--- src/design/assert_macros.svh ---
// assertion macros shared by the qualifier rtl
// no dependencies; compiled out when SYNTH is defined
`ifndef ASSERT_MACROS_SVH
`define ASSERT_MACROS_SVH

`ifndef SYNTH

// checked on every clock edge outside reset
`define ASSERT_CLKD(lbl, clk, rst_n, prop, msg) \
	lbl: assert property (@(posedge clk) disable iff (!rst_n) prop) else $error(msg);

// checked on every clock edge, reset included
`define ASSERT_ALWAYS(lbl, clk, prop, msg) \
	lbl: assert property (@(posedge clk) prop) else $error(msg);

`else

`define ASSERT_CLKD(lbl, clk, rst_n, prop, msg)
`define ASSERT_ALWAYS(lbl, clk, prop, msg)

`endif

`endif

--- src/design/wtcq_pkg.sv ---
// types and constants of the windowed trend cooling qualifier
// no dependencies; used by the top level
package wtcq_pkg;

	localparam int WINDOW_DEPTH = 60;
	localparam int TREND_DEPTH  = 12;
	localparam int TREND_USED   = (TREND_DEPTH > WINDOW_DEPTH) ? WINDOW_DEPTH : TREND_DEPTH;
	localparam int TREND_START  = WINDOW_DEPTH - TREND_USED;

	localparam int TEMP_W   = 12;
	localparam int MARGIN_W = 11;
	localparam int PTR_W    = $clog2(WINDOW_DEPTH);
	localparam int CNT_W    = $clog2(WINDOW_DEPTH + 1);
	localparam int COEF_W   = $clog2(TREND_USED) + 1;
	localparam int PROD_W   = COEF_W + TEMP_W;
	localparam int ACC_W    = TEMP_W + $clog2(TREND_USED * TREND_USED) + 1;

	localparam logic [MARGIN_W-1:0] MARGIN_RESET = MARGIN_W'(160);

	typedef enum logic [0:0] {
		REG_MAX_TEMPERATURE  = 1'b0,
		REG_DOOR_OPEN_MARGIN = 1'b1
	} cfg_reg_t;

	typedef enum logic [1:0] {
		ST_IDLE,
		ST_WALK,
		ST_DRAIN,
		ST_FINISH
	} state_t;

	typedef struct packed {
		logic signed [TEMP_W-1:0] sample_temperature;
		logic                     sample_valid;
	} smp_t;

	typedef struct packed {
		logic cooling_demand;
		logic window_full;
	} res_t;

endpackage

--- src/design/wtcq_ram.sv ---
// generic single write, single read ram with registered read data
// no dependencies
module wtcq_ram #(
	parameter int WIDTH = 12,
	parameter int DEPTH = 60
) (
	input  logic                     clk,
	input  logic                     we,
	input  logic [$clog2(DEPTH)-1:0] waddr,
	input  logic [WIDTH-1:0]         wdata,
	input  logic                     re,
	input  logic [$clog2(DEPTH)-1:0] raddr,
	output logic [WIDTH-1:0]         rdata
);

	logic [WIDTH-1:0] mem_q [DEPTH];

	always_ff @(posedge clk) begin
		if (we) begin
			mem_q[waddr] <= wdata;
		end
		if (re) begin
			rdata <= mem_q[raddr];
		end
	end

endmodule

--- src/design/windowed_trend_cooling_qualifier_unit.sv ---
// windowed trend cooling qualifier, top level
// depends on wtcq_pkg, wtcq_ram and assert_macros.svh
// flow: an invalid request or one taken while the window fills goes from acceptance
//   through the finish step to the result register; with a full window it first walks and drains
// a new request is taken only back in idle, after the finish step; with a full window this waits on
//   the walk of the single ram read port over all WINDOW_DEPTH stored samples
// reset: arst_n clears control, limit to 0, margin to 160, demand to 0; store left as is
`include "assert_macros.svh"

module windowed_trend_cooling_qualifier_unit (
	input  logic                                    clk,
	input  logic                                    arst_n,
	// configuration write channel
	input  logic                                    cfg_valid,
	output logic                                    cfg_ready,
	input  wtcq_pkg::cfg_reg_t                      cfg_index,
	input  logic [wtcq_pkg::TEMP_W-1:0]             cfg_data,
	// sample request channel
	input  logic                                    smp_valid,
	output logic                                    smp_ready,
	input  wtcq_pkg::smp_t                          smp,
	// result channel
	output logic                                    res_valid,
	input  logic                                    res_ready,
	output wtcq_pkg::res_t                          res
);

	import wtcq_pkg::*;

	// control
	state_t                    state_q, state_d;
	logic [PTR_W-1:0]          wp_q;        // next slot to write
	logic [CNT_W-1:0]          cnt_q;       // samples held, saturating
	logic                      demand_q;

	// configuration
	logic signed [TEMP_W-1:0]  lim_q;
	logic [MARGIN_W-1:0]       margin_q;

	// request being worked on
	logic signed [TEMP_W-1:0]  t_q;
	logic                      sval_q;

	// walk sequencer: issue side
	logic [PTR_W-1:0]          k_q;
	logic [PTR_W-1:0]          rd_ptr_q;

	// walk sequencer: data side, in the cycle after the ram read
	logic                      vld_s1;
	logic [PTR_W-1:0]          k_s1;
	logic [TEMP_W-1:0]         rd_data;
	logic                      above_q;
	logic signed [ACC_W-1:0]   acc_q;
	logic signed [COEF_W-1:0]  coef_q;

	// result register
	logic                      res_valid_q;
	res_t                      res_q;

	logic                      accept;
	logic                      store_we;
	logic                      walk_re;
	logic                      fin_fire;
	logic                      full_now;
	logic                      full_after;
	logic [PTR_W-1:0]          wp_inc;
	logic [PTR_W-1:0]          rd_ptr_inc;
	logic signed [TEMP_W-1:0]  rd_temp;
	logic signed [PROD_W-1:0]  prod;
	logic signed [TEMP_W:0]    door_bound;
	logic signed [TEMP_W:0]    t_ext;
	logic                      demand_d;

	assign cfg_ready = 1'b1;
	assign smp_ready = (state_q == ST_IDLE);
	assign accept    = smp_valid && smp_ready;
	assign store_we  = accept && smp.sample_valid;
	assign walk_re   = (state_q == ST_WALK);
	assign fin_fire  = (state_q == ST_FINISH) && (!res_valid_q || res_ready);

	assign full_now   = (cnt_q == CNT_W'(WINDOW_DEPTH));
	// window is full once this request's sample is stored
	assign full_after = (cnt_q >= CNT_W'(WINDOW_DEPTH - 1));

	assign wp_inc     = (wp_q == PTR_W'(WINDOW_DEPTH - 1)) ? '0 : wp_q + PTR_W'(1);
	assign rd_ptr_inc = (rd_ptr_q == PTR_W'(WINDOW_DEPTH - 1)) ? '0 : rd_ptr_q + PTR_W'(1);

	// sample store, written on acceptance of a valid sample, walked oldest first afterwards
	wtcq_ram #(
		.WIDTH(TEMP_W),
		.DEPTH(WINDOW_DEPTH)
	) u_store (
		.clk   (clk),
		.we    (store_we),
		.waddr (wp_q),
		.wdata (smp.sample_temperature),
		.re    (walk_re),
		.raddr (rd_ptr_q),
		.rdata (rd_data)
	);

	// shared unit: one compare against the limit and one trend multiply-accumulate
	assign rd_temp = signed'(rd_data);
	assign prod    = PROD_W'(coef_q) * PROD_W'(rd_temp);

	// demand decision at the end of the request
	assign t_ext      = {t_q[TEMP_W-1], t_q};
	assign door_bound = {lim_q[TEMP_W-1], lim_q} + signed'({2'b00, margin_q});

	always_comb begin
		demand_d = demand_q;
		if (sval_q && full_now) begin
			priority if (t_q <= lim_q) begin
				demand_d = 1'b0;
			end else if (t_ext > door_bound) begin
				// far above the limit: door open
				demand_d = 1'b0;
			end else if (!demand_q && above_q && (acc_q > ACC_W'(0))) begin
				demand_d = 1'b1;
			end else begin
				demand_d = demand_q;
			end
		end
	end

	// sequencer next state
	always_comb begin
		state_d = state_q;
		unique case (state_q)
			ST_IDLE: begin
				if (smp_valid) begin
					state_d = (smp.sample_valid && full_after) ? ST_WALK : ST_FINISH;
				end
			end
			ST_WALK: begin
				if (k_q == PTR_W'(WINDOW_DEPTH - 1)) begin
					state_d = ST_DRAIN;
				end
			end
			ST_DRAIN: begin
				state_d = ST_FINISH;
			end
			ST_FINISH: begin
				if (!res_valid_q || res_ready) begin
					state_d = ST_IDLE;
				end
			end
			default: begin
				state_d = ST_IDLE;
			end
		endcase
	end

	always_ff @(posedge clk or negedge arst_n) begin
		if (!arst_n) begin
			state_q <= ST_IDLE;
		end else begin
			state_q <= state_d;
		end
	end

	// configuration registers
	always_ff @(posedge clk or negedge arst_n) begin
		if (!arst_n) begin
			lim_q    <= '0;
			margin_q <= MARGIN_RESET;
		end else if (cfg_valid) begin
			unique case (cfg_index)
				REG_MAX_TEMPERATURE:  lim_q    <= signed'(cfg_data);
				REG_DOOR_OPEN_MARGIN: margin_q <= cfg_data[MARGIN_W-1:0];
				default: begin
				end
			endcase
		end
	end

	// window bookkeeping and demand flag
	always_ff @(posedge clk or negedge arst_n) begin
		if (!arst_n) begin
			wp_q     <= '0;
			cnt_q    <= '0;
			demand_q <= 1'b0;
		end else begin
			if (store_we) begin
				wp_q <= wp_inc;
				if (!full_now) begin
					cnt_q <= cnt_q + CNT_W'(1);
				end
			end
			if (fin_fire) begin
				demand_q <= demand_d;
			end
		end
	end

	// walk issue side
	always_ff @(posedge clk or negedge arst_n) begin
		if (!arst_n) begin
			k_q      <= '0;
			rd_ptr_q <= '0;
			vld_s1   <= 1'b0;
			k_s1     <= '0;
		end else begin
			vld_s1 <= walk_re;
			k_s1   <= k_q;
			if (accept) begin
				k_q      <= '0;
				// oldest sample sits just past the slot written now
				rd_ptr_q <= wp_inc;
			end else if (walk_re) begin
				k_q      <= k_q + PTR_W'(1);
				rd_ptr_q <= rd_ptr_inc;
			end
		end
	end

	// walk data side: all-above check and trend sum over the newest entries
	always_ff @(posedge clk) begin
		if (accept) begin
			t_q     <= smp.sample_temperature;
			sval_q  <= smp.sample_valid;
			above_q <= 1'b1;
			acc_q   <= '0;
			coef_q  <= COEF_W'(1 - TREND_USED);
		end else if (vld_s1) begin
			above_q <= above_q && (rd_temp > lim_q);
			if (k_s1 >= PTR_W'(TREND_START)) begin
				acc_q  <= acc_q + ACC_W'(prod);
				coef_q <= coef_q + COEF_W'(2);
			end
		end
	end

	// result register, frees the sequencer while the result waits
	always_ff @(posedge clk or negedge arst_n) begin
		if (!arst_n) begin
			res_valid_q <= 1'b0;
		end else if (fin_fire) begin
			res_valid_q <= 1'b1;
		end else if (res_ready) begin
			res_valid_q <= 1'b0;
		end
	end

	always_ff @(posedge clk) begin
		if (fin_fire) begin
			res_q.cooling_demand <= demand_d;
			res_q.window_full    <= full_now;
		end
	end

	assign res_valid = res_valid_q;
	assign res       = res_q;

	// fill count never passes the window depth
	`ASSERT_CLKD(a_cnt_bound, clk, arst_n, cnt_q <= CNT_W'(WINDOW_DEPTH), "fill count beyond window")
	// the store is only walked once every slot has been written
	`ASSERT_CLKD(a_walk_full, clk, arst_n, (state_q == ST_WALK) |-> full_now, "walk on partial window")
	// a new result only comes out of the finishing step
	`ASSERT_CLKD(a_res_src, clk, arst_n, $rose(res_valid) |-> $past(state_q == ST_FINISH), "stray result")
	// demand only rises after a walk that saw every sample above the limit
	`ASSERT_CLKD(a_dem_rise, clk, arst_n, $rose(demand_q) |-> ($past(state_q == ST_FINISH) && above_q && full_now), "demand set without qualifying walk")

endmodule
--- config.mk ---
export PLATFORM = sky130hd
export DESIGN_NAME = windowed_trend_cooling_qualifier_unit
export DESIGN_NICKNAME = d
export VERILOG_FILES = /design/src/design/wtcq_pkg.sv /design/src/design/wtcq_ram.sv /design/src/design/windowed_trend_cooling_qualifier_unit.sv
export VERILOG_INCLUDE_DIRS = /design/src /design/src/design
export SDC_FILE = /design/constraint.sdc
export NUM_CORES = 1
export LEC_CHECK = 0
export ABC_AREA = 1
export BUFFER_PORTS_ARGS = -buffer_cell sky130_fd_sc_hd__clkbuf_2
export CORE_MARGIN = 3
export CORE_UTILIZATION = 63
export DETAILED_ROUTE_END_ITERATION = 12
export GPL_TIMING_DRIVEN = 0
export PLACE_DENSITY = 0.77
export SLEW_MARGIN = 5
export SYNTH_ARGS = -nofsm -noshare
export SYNTH_HDL_FRONTEND = slang
export SYNTH_SLANG_ARGS = --single-unit
--- constraint.sdc ---
create_clock -name clk -period 5.8 [get_ports clk]
set_input_delay 1.45 -clock clk [delete_from_list [all_inputs] [get_ports clk]]
set_output_delay 1.45 -clock clk [all_outputs]
set_load 0.05 [all_outputs]
==> results by stage <==
Clock network:
- The number of clock buffers inserted by TritonCTS is between 80 and 90.
- The number of cells upsized or downsized after cts is 0.
- The H-tree generated during clock tree synthesis spans 3 levels.
- TritonCTS built the clock tree.
- The clock tree root driver cell is sky130_fd_sc_hd__clkbuf_16.
- The total number of clock tree sinks is 827.
- In this run the post-CTS setup repair buffer count came out at 0.
- The longest clock path from root to sink contains 3 buffers.
- The clock latency on the worst-skew pair is 0.67 ns.
- The clock-pin slew reported for the worst setup and hold paths after clock tree synthesis is 0.06 ns.
- The hold buffer count at CTS is 0.

Critical path:
- The capturing element of the worst setup path is acc_q[13].
- Of all nets on the critical path, the largest fanout is 10.
- The register-to-register path setup slack is between 1 and 1.5 ns.
- At the worst endpoint, the required time is 6.33 ns.
- The number of cells on the worst reg-to-reg path is 20.
- The launch point of the critical path is coef_q[2].
- In this run the critical register-to-register path is launched from coef_q[2].
- The critical register-to-register path endpoint is acc_q[13].
- STA classifies the critical path endpoint as a flop.
- The worst endpoint data arrival time is around 5.2 ns.
- The type of origin of the critical path is a flop.
- The critical path is of the flop to flop type.

Floorplan:
- The area inside the core boundary is 58000 um2.
- The y dimension of the die is between 200 and 250 um.
- The horizontal die dimension is 249 um.
- The floorplan has 88 rows.
- The boundary pin count is 36.
- The area of the die is a little over 60000 um2.
- The effective utilization at floorplan is approximately 64%.

Synth:
- The per-instance average area after synthesis is 11.6 um2.
- In the synthesized netlist the dominant register cell turns out to be sky130_fd_sc_hd__edfxtp_1.
- The synthesized area is 37100 um2.
- The synthesized netlist net count is 3394.
- The number of storage elements in the synthesis netlist is about 830.
- The count of flip-flops with a built-in enable after synthesis is 747.
- The warning count from the yosys run is 0.
- The portion of the post-synthesis area used by sequential elements is between 60 and 70%.
- Counting distinct cell types in the post-synthesis netlist gives 46.
- The cell count after synthesis is 3197.
- The post-synthesis async set-or-reset flop share is 6.53%.

Route:
- The mean routed wirelength per cell is 29.7 um.
- Detailed routing inserted a total of about 28000 vias.
- After detailed routing, the number of remaining DRC violations is 0.
- The detailed-router iteration count before antenna repair is 6.
- The number of nets with antenna violations after routing is 0.
- The count of routing violations after the opening detailed-route iteration is 4383.
- The final layout contains routed wiring with a total length of about 120 mm.
- The average via count per standard cell is 6.66.

Global route:
- The via count of the first global-routing pass is 26800.
- For this run the aggregate overflow at the end of global routing stands at 0.
- The global-route wire length before repair is 176 mm.
- The number of antenna violations at the first check in global routing is 5.
- Global routing used 39.6% of the available tracks.
- The pin count of the biggest net entering global routing is 62.

Timing:
- The clock period could shrink to roughly 4.7 ns.
- Setup repair after global routing left no endpoint under its margin.
- The number of max-slew violations in the final report came to 0.
- The number of setup violations in the final report is 0.
- Adding up every negative setup slack in the final design gives 0 ns.
- Of the available clock period, the critical path in the final layout requires 81.2%.
- The count of final hold-check violations is 0.
- The worst clock skew is between 0.03 and 0.04 ns.
- For the pin with the worst max-slew slack, the measured transition is 1.45 ns.
- The upper clock frequency limit is 212 MHz.
- The relative slew slack is between 3 and 4%.

Pwr:
- IR analysis of the VDD net gives a maximum drop of around 880 uV.
- Power spread over the standard cell area amounts to 578 nW/um2.
- In this run the static leakage power is ~15 nW.

Placement:
- The number of buffer cells added on primary ports is 34.
- The final RePlAce weighted congestion is approximately 1.0.
- Detailed placement finished with a half-perimeter wire length of 83.4 mm.

Finish:
- The final layout net count is between 3000 and 4000.
- The layout overhead on the synthesized area is 11.2%.
- The post-route netlist has 7.69% of its cells at a drive strength greater than 1.
- The final design utilization is 71.1%.

Worst hold path:
- The min-delay analysis places its worst path in the category flop to flop.

Status:
- The run finished with clean final reports.

Job:
- Across the run, the number of max-cap violations was 0.
==> routing by layer <==
layer,vias up,routed length [um],share of wire (%),global-route usage (%)
met1,13300,41700,34,50.3
li1,11600,-,-,-
met2,2311,55200,45,60.6
met5,-,32,0.026,0
met4,4,9570,7.8,25.1
met3,489,16900,14,11.0
==> sequential cells by signal, indices dropped and copies added (netlist names), 2 cells and up <==
name,flops
u_store.mem_q,720
res,2
k_s1,2
t_q,12
cnt_q,6
k_q,6
state_q,2
lim_q,12
coef_q,4
rd_ptr_q,6
u_store.rdata,12
wp_q,6
acc_q,21
margin_q,11
==> worst min path at each step <==
stage,cells past startpoint,slack (ns),end,start
after CTS,0,0.42,k_s1[4],k_q[4]
after floorplan,0,0.37,k_s1[4],k_q[4]
after global placement,0,0.39,k_s1[4],k_q[4]
after global routing,0,0.43,k_s1[4],k_q[4]
after detailed placement,0,0.40,k_s1[4],k_q[4]
final,0,0.43,k_s1[4],k_q[4]
==> placed cells by master, fill, tap and decap left out, drive strengths merged, types with 33 or more instances in the layout <==
| cell type | n |
|---|---|
| edfxtp | 747 |
| nor2 | 550 |
| o21ai | 457 |
| nand2 | 353 |
| clkbuf | 229 |
| inv | 197 |
| nand3 | 110 |
| ha | 108 |
| o22ai | 91 |
| a21oi | 81 |
| buf | 76 |
| o211ai | 58 |
| fa | 58 |
| dfrtp | 52 |
| clkinv | 44 |
| o221ai | 33 |
==> cell type report <==
class	count	area, um2
multi-input combinational	2010	11300
buffer	164	796
clock inverter	56	592
sequential	827	24300
tap	765	957
timing repair buffer	47	360
fill	3987	16800
clock buffer	94	2170
inverter	196	736
antenna	1	2.50
==> synthesized netlist by cell type (2+ instances only) <==
library cell               instances  share of area (%)
sky130_fd_sc_hd__xor2_1           22               0.52
sky130_fd_sc_hd__o211ai_1         58                1.2
sky130_fd_sc_hd__buf_2            20               0.27
sky130_fd_sc_hd__inv_1           190                1.9
sky130_fd_sc_hd__o221ai_1         33               0.78
sky130_fd_sc_hd__dfxtp_1          26                1.4
sky130_fd_sc_hd__a21oi_1          80                1.1
sky130_fd_sc_hd__o22ai_1          91                1.5
sky130_fd_sc_hd__clkbuf_1        105                1.1
sky130_fd_sc_hd__nor3_1           11               0.15
sky130_fd_sc_hd__nor4_1            3              0.051
sky130_fd_sc_hd__a21o_1            2              0.040
sky130_fd_sc_hd__ha_1            108                3.6
sky130_fd_sc_hd__nand3_1         110                1.5
sky130_fd_sc_hd__nand3b_1          3              0.061
sky130_fd_sc_hd__dfstp_2           2               0.14
sky130_fd_sc_hd__fa_1             58                3.1
sky130_fd_sc_hd__a31oi_1           2              0.034
sky130_fd_sc_hd__nor2_2            2              0.034
sky130_fd_sc_hd__clkinv_1          2              0.020
sky130_fd_sc_hd__inv_2             4              0.040
sky130_fd_sc_hd__or2_2             3              0.051
sky130_fd_sc_hd__o21bai_1         14               0.28
sky130_fd_sc_hd__edfxtp_1        747                 60
sky130_fd_sc_hd__nand2_1         352                3.6
sky130_fd_sc_hd__buf_4            22               0.45
sky130_fd_sc_hd__o21a_1            6               0.12
sky130_fd_sc_hd__nor2_1          547                5.5
sky130_fd_sc_hd__xnor2_1          12               0.28
sky130_fd_sc_hd__nand4_1          27               0.46
sky130_fd_sc_hd__buf_1             7              0.071
sky130_fd_sc_hd__o21ai_1          36               0.49
sky130_fd_sc_hd__buf_6             8               0.24
sky130_fd_sc_hd__o21ai_0         421                5.7
sky130_fd_sc_hd__dfrtp_1          52                3.5
==> per-stage QoR <==
step	hold slack [ns]	instance area (um2)	cells	setup WS (ns)	power, W
after floorplan	0.374	37100	3197	1.67	0.0138
after global placement	0.391	38200	3996	-0.0546	0.0176
after detailed placement	0.400	38400	4008	1.14	0.0179
after CTS	0.417	41200	4158	1.14	0.0233
after global routing	0.430	41200	4160	0.863	0.0248
final	0.426	41200	4160	1.09	0.0238
==> cell families after synthesis <==
kind of cell             count (synthesis)  share of synthesized area (%)
AO/OA/AOI/OAI                          747                           11.3
XOR/XNOR                                34                          0.803
adder cells (fa/ha/maj)                166                           6.77
buffers and inverters                  360                           4.13
flip-flops                             827                           65.5
multiplexers                             1                         0.0270
other                                    1                         0.0101
AND/OR/NAND/NOR                       1061                           11.4
==> critical path: stages (launching register included) <==
cell and delay, ns:
sky130_fd_sc_hd__dfxtp_1 0.41, sky130_fd_sc_hd__clkbuf_1 0.41, sky130_fd_sc_hd__nand2_1 0.15, sky130_fd_sc_hd__fa_1 0.53
sky130_fd_sc_hd__fa_1 0.49, sky130_fd_sc_hd__inv_1 0.05, sky130_fd_sc_hd__fa_1 0.45, sky130_fd_sc_hd__fa_1 0.52
sky130_fd_sc_hd__inv_1 0.05, sky130_fd_sc_hd__fa_1 0.39, sky130_fd_sc_hd__nand3b_1 0.19, sky130_fd_sc_hd__nand2_1 0.18
sky130_fd_sc_hd__nand2_1 0.07, sky130_fd_sc_hd__nand2_1 0.11, sky130_fd_sc_hd__nand2_1 0.06, sky130_fd_sc_hd__nand2_1 0.13
sky130_fd_sc_hd__nand3_1 0.11, sky130_fd_sc_hd__nand3_1 0.09, sky130_fd_sc_hd__nand3_1 0.08, sky130_fd_sc_hd__nand2_1 0.11
sky130_fd_sc_hd__inv_1 0.05
==> power breakdown <==
| group | switching (W) | internal, W | leakage [nW] |
|---|---|---|---|
| combinational | 0.00815 | 0.00327 | 6.18 |
| sequential | 0.000230 | 0.00673 | 7.60 |
| clock | 0.00238 | 0.00308 | 1.35 |
| total | 0.0108 | 0.0131 | 15.1 |
Note: power is estimated with default switching activity, not from simulation.
